## config.mk

```make
export PLATFORM = sky130hd
export DESIGN_NAME = asws_ring_ram
export DESIGN_NICKNAME = d
export VERILOG_FILES = /design/src/design/asws_ring_ram.sv
export SDC_FILE = /design/constraint.sdc
export NUM_CORES = 2
export LEC_CHECK = 0
export BUFFER_PORTS_ARGS = -buffer_cell sky130_fd_sc_hd__buf_2
export CORE_UTILIZATION = 55
export CTS_CLUSTER_DIAMETER = 30
export DETAILED_ROUTE_END_ITERATION = 6
export PLACE_DENSITY = 0.7
export SETUP_SLACK_MARGIN = 0.3
export SLEW_MARGIN = 10
export SYNTH_ARGS = -nofsm -noshare
export SYNTH_HDL_FRONTEND = slang
export SYNTH_SLANG_ARGS = --single-unit
```

## constraint.sdc

```tcl
create_clock -name clk -period 9.3 [get_ports clk]
set_input_delay 2.325 -clock clk [delete_from_list [all_inputs] [get_ports clk]]
set_output_delay 2.325 -clock clk [all_outputs]
set_load 0.02 [all_outputs]
```

## src/design/asws_ring_ram.sv

```systemverilog
`default_nettype none
// ----------------------------------------------------------------------------
// asws_ring_ram
// Simple dual-port RAM, one write and one registered read port.
// ----------------------------------------------------------------------------
module asws_ring_ram #(
	parameter int DEPTH = 64,
	parameter int WIDTH = 44
) (
	input  wire                                        clk,
	input  wire                                        we,
	input  wire  [((DEPTH > 1) ? $clog2(DEPTH) : 1)-1:0] waddr,
	input  wire  [WIDTH-1:0]                           wdata,
	input  wire                                        re,
	input  wire  [((DEPTH > 1) ? $clog2(DEPTH) : 1)-1:0] raddr,
	output logic [WIDTH-1:0]                           rdata
);

	logic [WIDTH-1:0] mem [DEPTH];

	always_ff @(posedge clk) begin
		if (we) begin
			mem[waddr] <= wdata;
		end
	end

	always_ff @(posedge clk) begin
		if (re) begin
			rdata <= mem[raddr];
		end
	end

endmodule
`default_nettype wire

```

==> flow_metrics.py <==
metrics = {
    "outcome": {
        "failed_checks": "DRC",
        "status": "complete, but fails checks",
    },
    "drt": {
        "wl_mm": 296,
        "dr_total_vias": 54600,
        "routed_via_density": 6.81,
        "first_pass_iters": 7,
        "post_drt_wl_per_cell_um": 37.0,
        "route.detailed.drc": 1,
        "ant_nets": 0,
        "drt_iter0_markers": 8130,
    },
    "timing": {
        "fin_crit_ps": 5160,
        "finalSetupTns_ps": 0,
        "clock.fmax_mhz": 194,
        "hold_viol_final": 0,
        "slew_violations": 0,
        "setup_viol": 0,
        "fin_skew_ps": 89.4,
        "tightestPinTransition_ps": 1300,
        "rsz0062_at_grt": "no",
        "maxSlewHeadroom_pct": 13.6,
        "period_share_pct": 55.5,
    },
    "logic_synthesis": {
        "synth_top_family_by_area": "multiplexers",
        "postSynth.asyncResetShare_pct": 0,
        "syn-num-nets": 4606,
        "synth_mux_area_share_pct": 15.2,
        "postSynthAreaPerCell_um2": 23.7,
        "synth_cell_types": 37,
        "synth_compound_area_share_pct": 2.88,
        "syn_inst": 4547,
        "ys.flop_type": "edfxtp_1",
        "synth_edf_count": 2860,
        "yosys.area_share.adder_pct": 0,
        "synthSimpleGateAreaFrac_pct": 0.990,
        "ys_seq_area_share_pct": 79.7,
        "syn-cell-area_mm2": 0.108,
        "ys_ff_latch": 2860,
        "yosys_warnings": 0,
        "synthXorXnorAreaFrac_pct": 0,
    },
    "critical_path": {
        "worstSetupPathType": "in2reg",
        "slowest_delay_ps": 770,
        "crit_required_ps": 9990,
        "r2r_end": "rdata[22]",
        "path_cells": "buf_8, buf_4, nor2b_4, buf_4, a22o_1, a221oi_1, a221oi_1",
        "end_kind": "flip-flop",
        "crit_end": "rdata[28]",
        "crit_start": "raddr[2]",
        "rrSetupSlack_ps": 7040,
        "critPathMaxFanout": 91,
        "cp.arrival_ps": 5850,
        "crit_slowest_cell": "buf_4",
        "r2r_start": "mem[37][22]",
        "critPathLaunchType": "input pin",
        "reg2reg_depth": 5,
    },
    "die": {
        "start_util_pct": 55.3,
        "row_count": 162,
        "core_area_mm2": 0.195,
        "die_w_um": 445,
        "die_h_um": 445,
        "ioPinCount": 103,
        "die_area_mm2": 0.198,
    },
    "min_path": {
        "hp-class": "reg2reg",
        "worstHoldStart": "mem[30][28]",
        "min_path_cells": 3,
    },
    "power_and_ir_drop": {
        "p_leak_nw": 40.8,
        "p_int_mw": 26.6,
        "clkPwrFrac_pct": 53.5,
        "peakVddDrop_mv": 0.180,
        "switching_share_pct": 20.8,
        "seqPwrFrac_pct": 42.8,
        "p_per_area_mw_per_mm2": 262,
        "pwr-share-comb_pct": 3.6,
        "power.switching_mw": 6.99,
    },
    "clocking": {
        "post_cts_resized": 0,
        "numCtsBuffers": 478,
        "cts_sinks": 2860,
        "hold_buffers": 0,
        "cts_setup_buffers": 0,
        "max-clock-path-buffers": 4,
        "htree_levels": 5,
        "clk_pin_slew_ps": 50,
        "root_buffer": "clkbuf_16",
        "clock_latency_ps": 1010,
        "cts_tree": "yes",
    },
    "global_route": {
        "track_usage_pct": 30.2,
        "grt_overflow": 0,
        "grt_pass1_vias": 55600,
        "antenna_found_initial": 16,
        "grt_max_degree": 115,
        "grt_pass1_wl_mm": 415,
    },
    "final_layout": {
        "fin_area_mm2": 0.128,
        "utilization_pct": 65.9,
        "n_fill_cell": 11700,
        "final_layout_size_suffix_gt1_share_pct": 33.0,
        "nets": 5045,
        "multi_input_area_mm2": 0.0211,
        "area_delta_synth_final_pct": 19.1,
        "seqCellArea_mm2": 0.0859,
    },
    "placed_design": {
        "place.gp.congestion": 0.805,
        "placed_cell_area_mm2": 0.112,
        "hpwl_mm": 147,
        "io_buffers": 102,
    },
    "run": {
        "drv_cap": 0,
    },
}
[metrics by stage]
stage               cells  hold WS (ps)  power (mW)  worst slack [ps]
CTS                  8003           971        33.6              4370
floorplan            4547           863        15.3              2950
global route         8009          1010        34.3              4130
detailed placement   7130           923        15.8              3340
finish               8019           975        33.6              4140
global placement     7130           917        15.8              3380
[cells in the mapped netlist (all sizes together), types with 8 or more instances]
master | count | share of area [%]
a211oi | 12 | 0.084
a21oi | 68 | 0.32
a221oi | 69 | 0.56
a22o | 70 | 0.57
a22oi | 36 | 0.25
a311oi | 12 | 0.098
a31oi | 10 | 0.058
buf | 140 | 0.78
clkbuf | 124 | 0.43
edfxtp | 2860 | 80
mux2i | 64 | 0.59
mux4 | 697 | 15
nand2 | 26 | 0.091
nand2b | 8 | 0.046
nand3 | 26 | 0.12
nor2 | 107 | 0.37
nor2b | 13 | 0.075
nor3 | 16 | 0.074
o21ai | 15 | 0.070
o221ai | 24 | 0.20
o22ai | 99 | 0.57
[metal layers]
metal / routed length [µm] / track usage (%) / vias up
met2: 141000 / 46.9 / 4160
met3: 35100 / 7.00 / 687
met1: 106000 / 41.3 / 28900
li1: - / - / 20800
met4: 14600 / 13.7 / 6
met5: 40 / 0 / -
[cell usage in the layout (no fill, tap or decap), types with 14 or more instances in the layout]
cell type / count
diode_2: 16
buf_4: 114
nand2_1: 26
a22oi_1: 36
o22ai_1: 99
a221oi_1: 69
clkinv_1: 63
mux4_2: 697
nor3_1: 14
a21oi_1: 68
inv_6: 41
a22o_1: 70
edfxtp_1: 2860
nor2_1: 43
nand3_1: 26
clkinvlp_4: 48
mux2i_1: 64
buf_2: 98
clkbuf_16: 482
bufinv_16: 85
clkbuf_1: 41
clkinv_2: 83
o21ai_0: 15
nor2_4: 63
clkinv_4: 21
o221ai_1: 24
[worst max-delay path, delay by kind of cell]
kind / cells / cell delay, ps
buffers and inverters: 3 / 1820
AND/OR/NAND/NOR: 1 / 370
AO/OA/AOI/OAI: 3 / 1040
[worst min-delay path by stage]
stage                 to  slack (ps)
6_report       rdata[28]         970
5_1_grt        rdata[40]        1010
4_1_cts         rdata[2]         970
3_5_place_dp   rdata[39]         920
3_3_place_gp   rdata[39]         920
2_1_floorplan  rdata[14]         860
[cells by family after synthesis]
group	count (synthesis)
muxes	768
and+or+nand+nor	226
AOI/OAI and AO/OA	429
DFF	2860
buffers and inverters	264
[power groups by stage]
stage / logic [mW] / registers, mW / clock network (mW)
3_3_place_gp: 1.17 / 14.6 / 0
5_1_grt: 1.27 / 14.4 / 18.6
3_5_place_dp: 1.19 / 14.6 / 0
2_1_floorplan: 0.674 / 14.6 / 0
6_report: 1.22 / 14.4 / 18.0
4_1_cts: 1.21 / 14.4 / 18.0
[final cells by class]
class / count / share of cell area [%]
tap: 2624 / 2.56
timing repair buffer: 223 / 1.21
antenna: 16 / 0.0312
sequential: 2860 / 66.9
multi-input combinational: 1423 / 16.4
clock inverter: 350 / 3.32
clock buffer: 523 / 9.52
[flip-flops by register name (all words and copies together) (netlist names)]
| signal | flops |
|---|---|
| rdata | 44 |
| mem | 2816 |
Note: power is estimated with default switching activity, not from simulation.
