[config.mk]
export PLATFORM = sky130hd
export DESIGN_NAME = asws_pow
export DESIGN_NICKNAME = d
export VERILOG_FILES = /design/src/design/asws_pkg.sv /design/src/design/asws_pow.sv
export SDC_FILE = /design/constraint.sdc
export NUM_CORES = 2
export LEC_CHECK = 0
export BUFFER_PORTS_ARGS = -buffer_cell sky130_fd_sc_hd__buf_2
export CAP_MARGIN = 20
export CORE_MARGIN = 5
export CORE_UTILIZATION = 50
export DETAILED_ROUTE_END_ITERATION = 7
export PLACE_DENSITY_LB_ADDON = 0.3
export SYNTH_ARGS = -nofsm -noshare
export SYNTH_HDL_FRONTEND = slang
export SYNTH_SLANG_ARGS = --single-unit
[constraint.sdc]
create_clock -name clk -period 19.1 [get_ports clk]
set_input_delay 0.955 -clock clk [delete_from_list [all_inputs] [get_ports clk]]
set_output_delay 0.955 -clock clk [all_outputs]
set_load 0.02 [all_outputs]
[src/design/asws_pkg.sv]
`default_nettype none
// ----------------------------------------------------------------------------
// asws_pkg
// Shared widths, constants, register indexes, state types and the request
// and response bundles of the power search unit.
// ----------------------------------------------------------------------------
package asws_pkg;

	localparam int NUM_BLOCKS = 64;
	localparam int HEAD_W     = (NUM_BLOCKS > 1) ? $clog2(NUM_BLOCKS) : 1;
	localparam int NBE_W      = HEAD_W + 1;

	localparam int PKT_W   = 16;
	localparam int CNT_W   = 16;
	localparam int TOTAL_W = 32;
	localparam int VAL_W   = 44;
	localparam int SUM_W   = 50;
	localparam int EST_W   = 51;
	localparam int PROD_W  = 45;
	localparam int NB_W    = 7;
	localparam int G_W     = 32;
	localparam int K_W     = 13;
	localparam int Q_W     = 64;

	localparam int CFG_ADDR_W = 3;
	localparam int CFG_DATA_W = 32;

	localparam logic [CFG_ADDR_W-1:0] CFG_BLOCK_SIZE      = 3'd0;
	localparam logic [CFG_ADDR_W-1:0] CFG_BLOCKS_IN_USE   = 3'd1;
	localparam logic [CFG_ADDR_W-1:0] CFG_GROWTH_FRACTION = 3'd2;
	localparam logic [CFG_ADDR_W-1:0] CFG_SCALE_K         = 3'd3;

	localparam logic [CNT_W-1:0] RST_BLOCK_SIZE      = 16'd100;
	localparam logic [NB_W-1:0]  RST_BLOCKS_IN_USE   = 7'd10;
	localparam logic [G_W-1:0]   RST_GROWTH_FRACTION = 32'd214748365;
	localparam logic [K_W-1:0]   RST_SCALE_K         = 13'd40;

	localparam logic [G_W-1:0] GROWTH_MIN = 32'd4194304;
	localparam logic [K_W-1:0] SCALE_MAX  = 13'd4096;

	typedef enum logic [2:0] {
		ST_IDLE,
		ST_START,
		ST_WAIT,
		ST_UPDATE,
		ST_SCALE,
		ST_EMIT
	} st_t;

	typedef enum logic [2:0] {
		PW_IDLE,
		PW_MUL_HI,
		PW_MUL_LO,
		PW_STEP,
		PW_FIN_HI,
		PW_FIN_LO,
		PW_FIN_ADD,
		PW_DONE
	} pw_st_t;

	typedef struct packed {
		logic               start;
		logic [TOTAL_W-1:0] y;
		logic [G_W-1:0]     g;
		logic [K_W-1:0]     k;
	} pow_req_t;

	typedef struct packed {
		logic             done;
		logic [VAL_W-1:0] value;
	} pow_rsp_t;

endpackage
`default_nettype wire

[src/design/asws_pow.sv]
`default_nettype none
// ----------------------------------------------------------------------------
// asws_pow
// Block value unit: largest power p of (1+g) in Q32 with p <= y, then
// floor(p*k). One shared 32x32 multiplier, one half-product per cycle.
// ----------------------------------------------------------------------------
module asws_pow (
	input  wire                 clk,
	input  wire                 arst_n,
	input  asws_pkg::pow_req_t  req,
	output asws_pkg::pow_rsp_t  rsp
);

	asws_pkg::pw_st_t state_q, state_d;

	logic [asws_pkg::Q_W-1:0]   p_q;
	logic [asws_pkg::Q_W-1:0]   rem_q;
	logic [asws_pkg::Q_W-1:0]   prod_h_q;
	logic [asws_pkg::Q_W-1:0]   prod_l_q;
	logic [asws_pkg::G_W-1:0]   g_q;
	logic [asws_pkg::K_W-1:0]   k_q;
	logic [asws_pkg::VAL_W-1:0] value_q;

	logic [31:0]                mul_a;
	logic [31:0]                mul_b;
	logic [asws_pkg::Q_W-1:0]   prod;
	logic [asws_pkg::Q_W-1:0]   inc;
	logic                       stop;

	assign mul_a = (state_q == asws_pkg::PW_MUL_LO || state_q == asws_pkg::PW_FIN_LO)
		? p_q[31:0] : p_q[63:32];
	assign mul_b = (state_q == asws_pkg::PW_FIN_HI || state_q == asws_pkg::PW_FIN_LO)
		? {{(32 - asws_pkg::K_W){1'b0}}, k_q} : g_q;
	assign prod  = mul_a * mul_b;
	assign inc   = prod_h_q + {32'd0, prod_l_q[63:32]};
	// rem_q tracks y*2^32 - p
	assign stop  = inc > rem_q;

	always_comb begin
		state_d = state_q;
		case (state_q)
			asws_pkg::PW_IDLE: begin
				if (req.start) begin
					state_d = (req.y == '0) ? asws_pkg::PW_DONE : asws_pkg::PW_MUL_HI;
				end
			end
			asws_pkg::PW_MUL_HI:  state_d = asws_pkg::PW_MUL_LO;
			asws_pkg::PW_MUL_LO:  state_d = asws_pkg::PW_STEP;
			asws_pkg::PW_STEP:    state_d = stop ? asws_pkg::PW_FIN_HI : asws_pkg::PW_MUL_HI;
			asws_pkg::PW_FIN_HI:  state_d = asws_pkg::PW_FIN_LO;
			asws_pkg::PW_FIN_LO:  state_d = asws_pkg::PW_FIN_ADD;
			asws_pkg::PW_FIN_ADD: state_d = asws_pkg::PW_DONE;
			asws_pkg::PW_DONE:    state_d = asws_pkg::PW_IDLE;
			default:              state_d = asws_pkg::PW_IDLE;
		endcase
	end

	always_comb begin
		rsp.done  = (state_q == asws_pkg::PW_DONE);
		rsp.value = value_q;
	end

	always_ff @(posedge clk or negedge arst_n) begin
		if (!arst_n) begin
			state_q <= asws_pkg::PW_IDLE;
		end else begin
			state_q <= state_d;
		end
	end

	always_ff @(posedge clk) begin
		case (state_q)
			asws_pkg::PW_IDLE: begin
				if (req.start) begin
					g_q     <= req.g;
					k_q     <= req.k;
					p_q     <= {32'd1, 32'd0};
					rem_q   <= {req.y - 32'd1, 32'd0};
					value_q <= '0;
				end
			end
			asws_pkg::PW_MUL_HI, asws_pkg::PW_FIN_HI: begin
				prod_h_q <= prod;
			end
			asws_pkg::PW_MUL_LO, asws_pkg::PW_FIN_LO: begin
				prod_l_q <= prod;
			end
			asws_pkg::PW_STEP: begin
				if (!stop) begin
					p_q   <= p_q + inc;
					rem_q <= rem_q - inc;
				end
			end
			asws_pkg::PW_FIN_ADD: begin
				value_q <= inc[asws_pkg::VAL_W-1:0];
			end
			default: begin
			end
		endcase
	end

endmodule
`default_nettype wire

==> results.toml <==
[yosys]
synthCells = 5856
netlist.area_leader.share = 0.336
syn_nets = 7259
synth-async-reset-ratio = 0.00949
yosysTopAreaCell = "fa_1"
avgSynthCellArea_sq_um = 9.14
syn_area_sq_mm = 0.0535
yosys_most_used_dff = "edfxtp_1"
synth_warnings = 0
synth-seq-cells = 316
synth-edff-count = 313
yosysUniqueCellTypes = 94
synth_area_leaders = "fa_1 34%, edfxtp_1 18%, ha_1 9.9%, inv_1 6.7%, nor2_1 6.2%"
ys_seq_area_frac = 0.177

[cells_and_area]
ff_latch_area_sq_mm = 0.00947
final_common_cell = "inv_1"
layout.nets = 7241
area_growth_pct = 6.83
final.fill_count = 9592
final_cell_mix = "955 x inv_1, 899 x fa_1, 882 x nor2_1"
drive_gt1_frac = 0.0697
multi_input_area_sq_mm = 0.0397

[setup_path]
ff2ff_path_depth = 30
worstSetupEndpointType = "flop"
critPathMaxStageDelay_ns = 0.69
required_ns = 19.44
critical_path_class = "flop to flop"
cp.arrival_ns = 11.04
critPathSlowestCell = "mux2i_2"
start_kind = "flop"
regToRegSetupSlack_ns = 8.41
path_max_fanout = 37
crit_top_cell = "fa_1"
critPathLaunch = "state_q[2]$_DFFE_PN0P_"
worst_r2r_endpoint = "prod_l_q[62]$_DFFE_PN_"
r2r_start = "state_q[2]$_DFFE_PN0P_"

[floorplan]
die_w_um = 337
die_height_um = 337
die_area_sq_mm = 0.114
ios = 125
fp-row-count = 120
start_util = 0.502
core_sq_mm = 0.107

[global_routing]
grt_max_degree = 86
grtUsageMet1 = 0.395
grtUsageMet2 = 0.464
grt_pass1_wl_um = 258000
track_usage = 0.300
grt_util_met3 = 0.0808
antenna_found_initial = 1
grt_pass1_vias = 43600
top_usage_layer = "met2"
grt.overflow.total = 0

[sta]
maxSlewHeadroom = 0.200
rsz0062_at_grt = "no"
fin_crit_ns = 10.69
finalHoldViolations = 0
slew_violations = 0
skew_ns = 0.0341
tightest_slew_ns = 1.20
setup_viol = 0
final.setup.tns_ns = 0
fin_crit_sh = 0.560
clock.fmax_mhz = 93.5

[clocking]
clk_pin_slew_ns = 0.06
numClockSinks = 316
htree_levels = 2
cts.path.max_buffers = 3
cts_resized = 0
cts_setup_buffers = 0
cts_hold_buffers = 0
cts_tree = "done"
cts_root_buf = "clkbuf_16"
clkLatencyLatePin_ns = 0.63
cts_buffers = 40

[drt]
drc_errors = 0
wl_um = 171000
first_iter_violations = 3968
dr.pass1.iters = 7
vias = 42700
routed_via_density = 5.87
antenna_left = 0
wire_per_inst_um = 23.4

[hold_path]
min_path_type = "input port to async pin"

[placed_design]
port_buffers = 124
gp_congestion = 1.00
dpl.hpwl_um = 133000

[flow_run]
drv_cap = 0

[outcome]
status = "completed"
[state kept, by name, indices dropped and copies added, names as in the netlist]
register	count
prod_l_q	32
g_q	32
state_q	3
value_q	44
k_q	13
prod_h_q	64
rem_q	64
p_q	64
[worst max-delay path: cells and delay by family, from the launching register on]
kind / cells / cell delay [ns]
AOI/OAI and AO/OA: 10 / 2.20
xor gates and xnor gates: 1 / 0.16
adders and majority gates: 9 / 4.36
buffers and inverters: 6 / 1.81
DFF: 1 / 0.54
muxes: 1 / 0.69
and+or+nand+nor: 3 / 0.58
[worst max path at each step]
stage	to	slack [ns]	depth (start not counted)
5_1_grt	prod_l_q[62]$_DFFE_PN_	8.04	30
2_1_floorplan	p_q[0]$_SDFFCE_PN0P_	4.27	24
6_report	prod_l_q[62]$_DFFE_PN_	8.41	30
4_1_cts	prod_l_q[60]$_DFFE_PN_	8.48	30
3_3_place_gp	prod_h_q[62]$_DFFE_PP_	8.77	30
3_5_place_dp	prod_h_q[60]$_DFFE_PP_	8.49	30
[cell usage after synthesis (6+ instances only)]
cell / instances
and3_1: 37
nand4_1: 52
o21bai_1: 44
nor2b_1: 26
inv_1: 956
buf_2: 12
xor2_1: 130
buf_1: 26
nor2_1: 884
o31ai_1: 12
a21o_1: 128
nor4_1: 19
a31oi_1: 23
o21ai_0: 127
nand2_1: 636
clkbuf_1: 225
a21oi_1: 249
and2_1: 36
o31a_1: 7
nand2b_1: 24
o21ai_1: 22
mux2_2: 44
o211ai_1: 16
o21a_1: 22
xnor2_1: 141
a31o_2: 9
or2_2: 7
nand3_1: 69
fa_1: 899
mux2i_1: 46
nor3_1: 41
a211oi_1: 19
ha_1: 424
edfxtp_1: 313
a221o_1: 6
[kinds of logic after synthesis]
group | Yosys count | share of synthesized area
simple gates | 1867 | 0.146
fa+ha+maj | 1323 | 0.435
buf+inv | 1222 | 0.0861
compound gates | 766 | 0.0934
flops | 316 | 0.177
xor+xnor | 271 | 0.0443
mux | 91 | 0.0181
[stage by stage]
step | instance area, sq um | worst slack, ns | instances | util | hold slack (ns)
finish | 57200 | 8.41 | 7278 | 0.536 | 0.126
detailed placement | 55700 | 8.49 | 7196 | 0.522 | 0.707
global route | 57200 | 8.04 | 7272 | 0.536 | 0.109
CTS | 57100 | 8.48 | 7269 | 0.535 | 0.104
global placement | 55700 | 8.77 | 7195 | 0.522 | 0.693
floorplan | 53500 | 4.27 | 5856 | - | 0.525
[area by class of cell]
class,count,area share
tap,1403,0.0307
clock inverter,27,0.00626
multi-input combinational,4318,0.694
sequential,316,0.166
clock buffer,46,0.0179
inverter,956,0.0627
antenna,6,0.000262
timing repair buffer,206,0.0229
[routing by layer]
metal | up-vias | part of all wire
met4 | 2 | 0.061
met1 | 21300 | 0.39
li1 | 18600 | -
met3 | 502 | 0.11
met2 | 2332 | 0.44
met5 | - | 0.000076
Power is not shown: default switching activity piles up to over one toggle a cycle in this logic, so the estimate is an artifact.
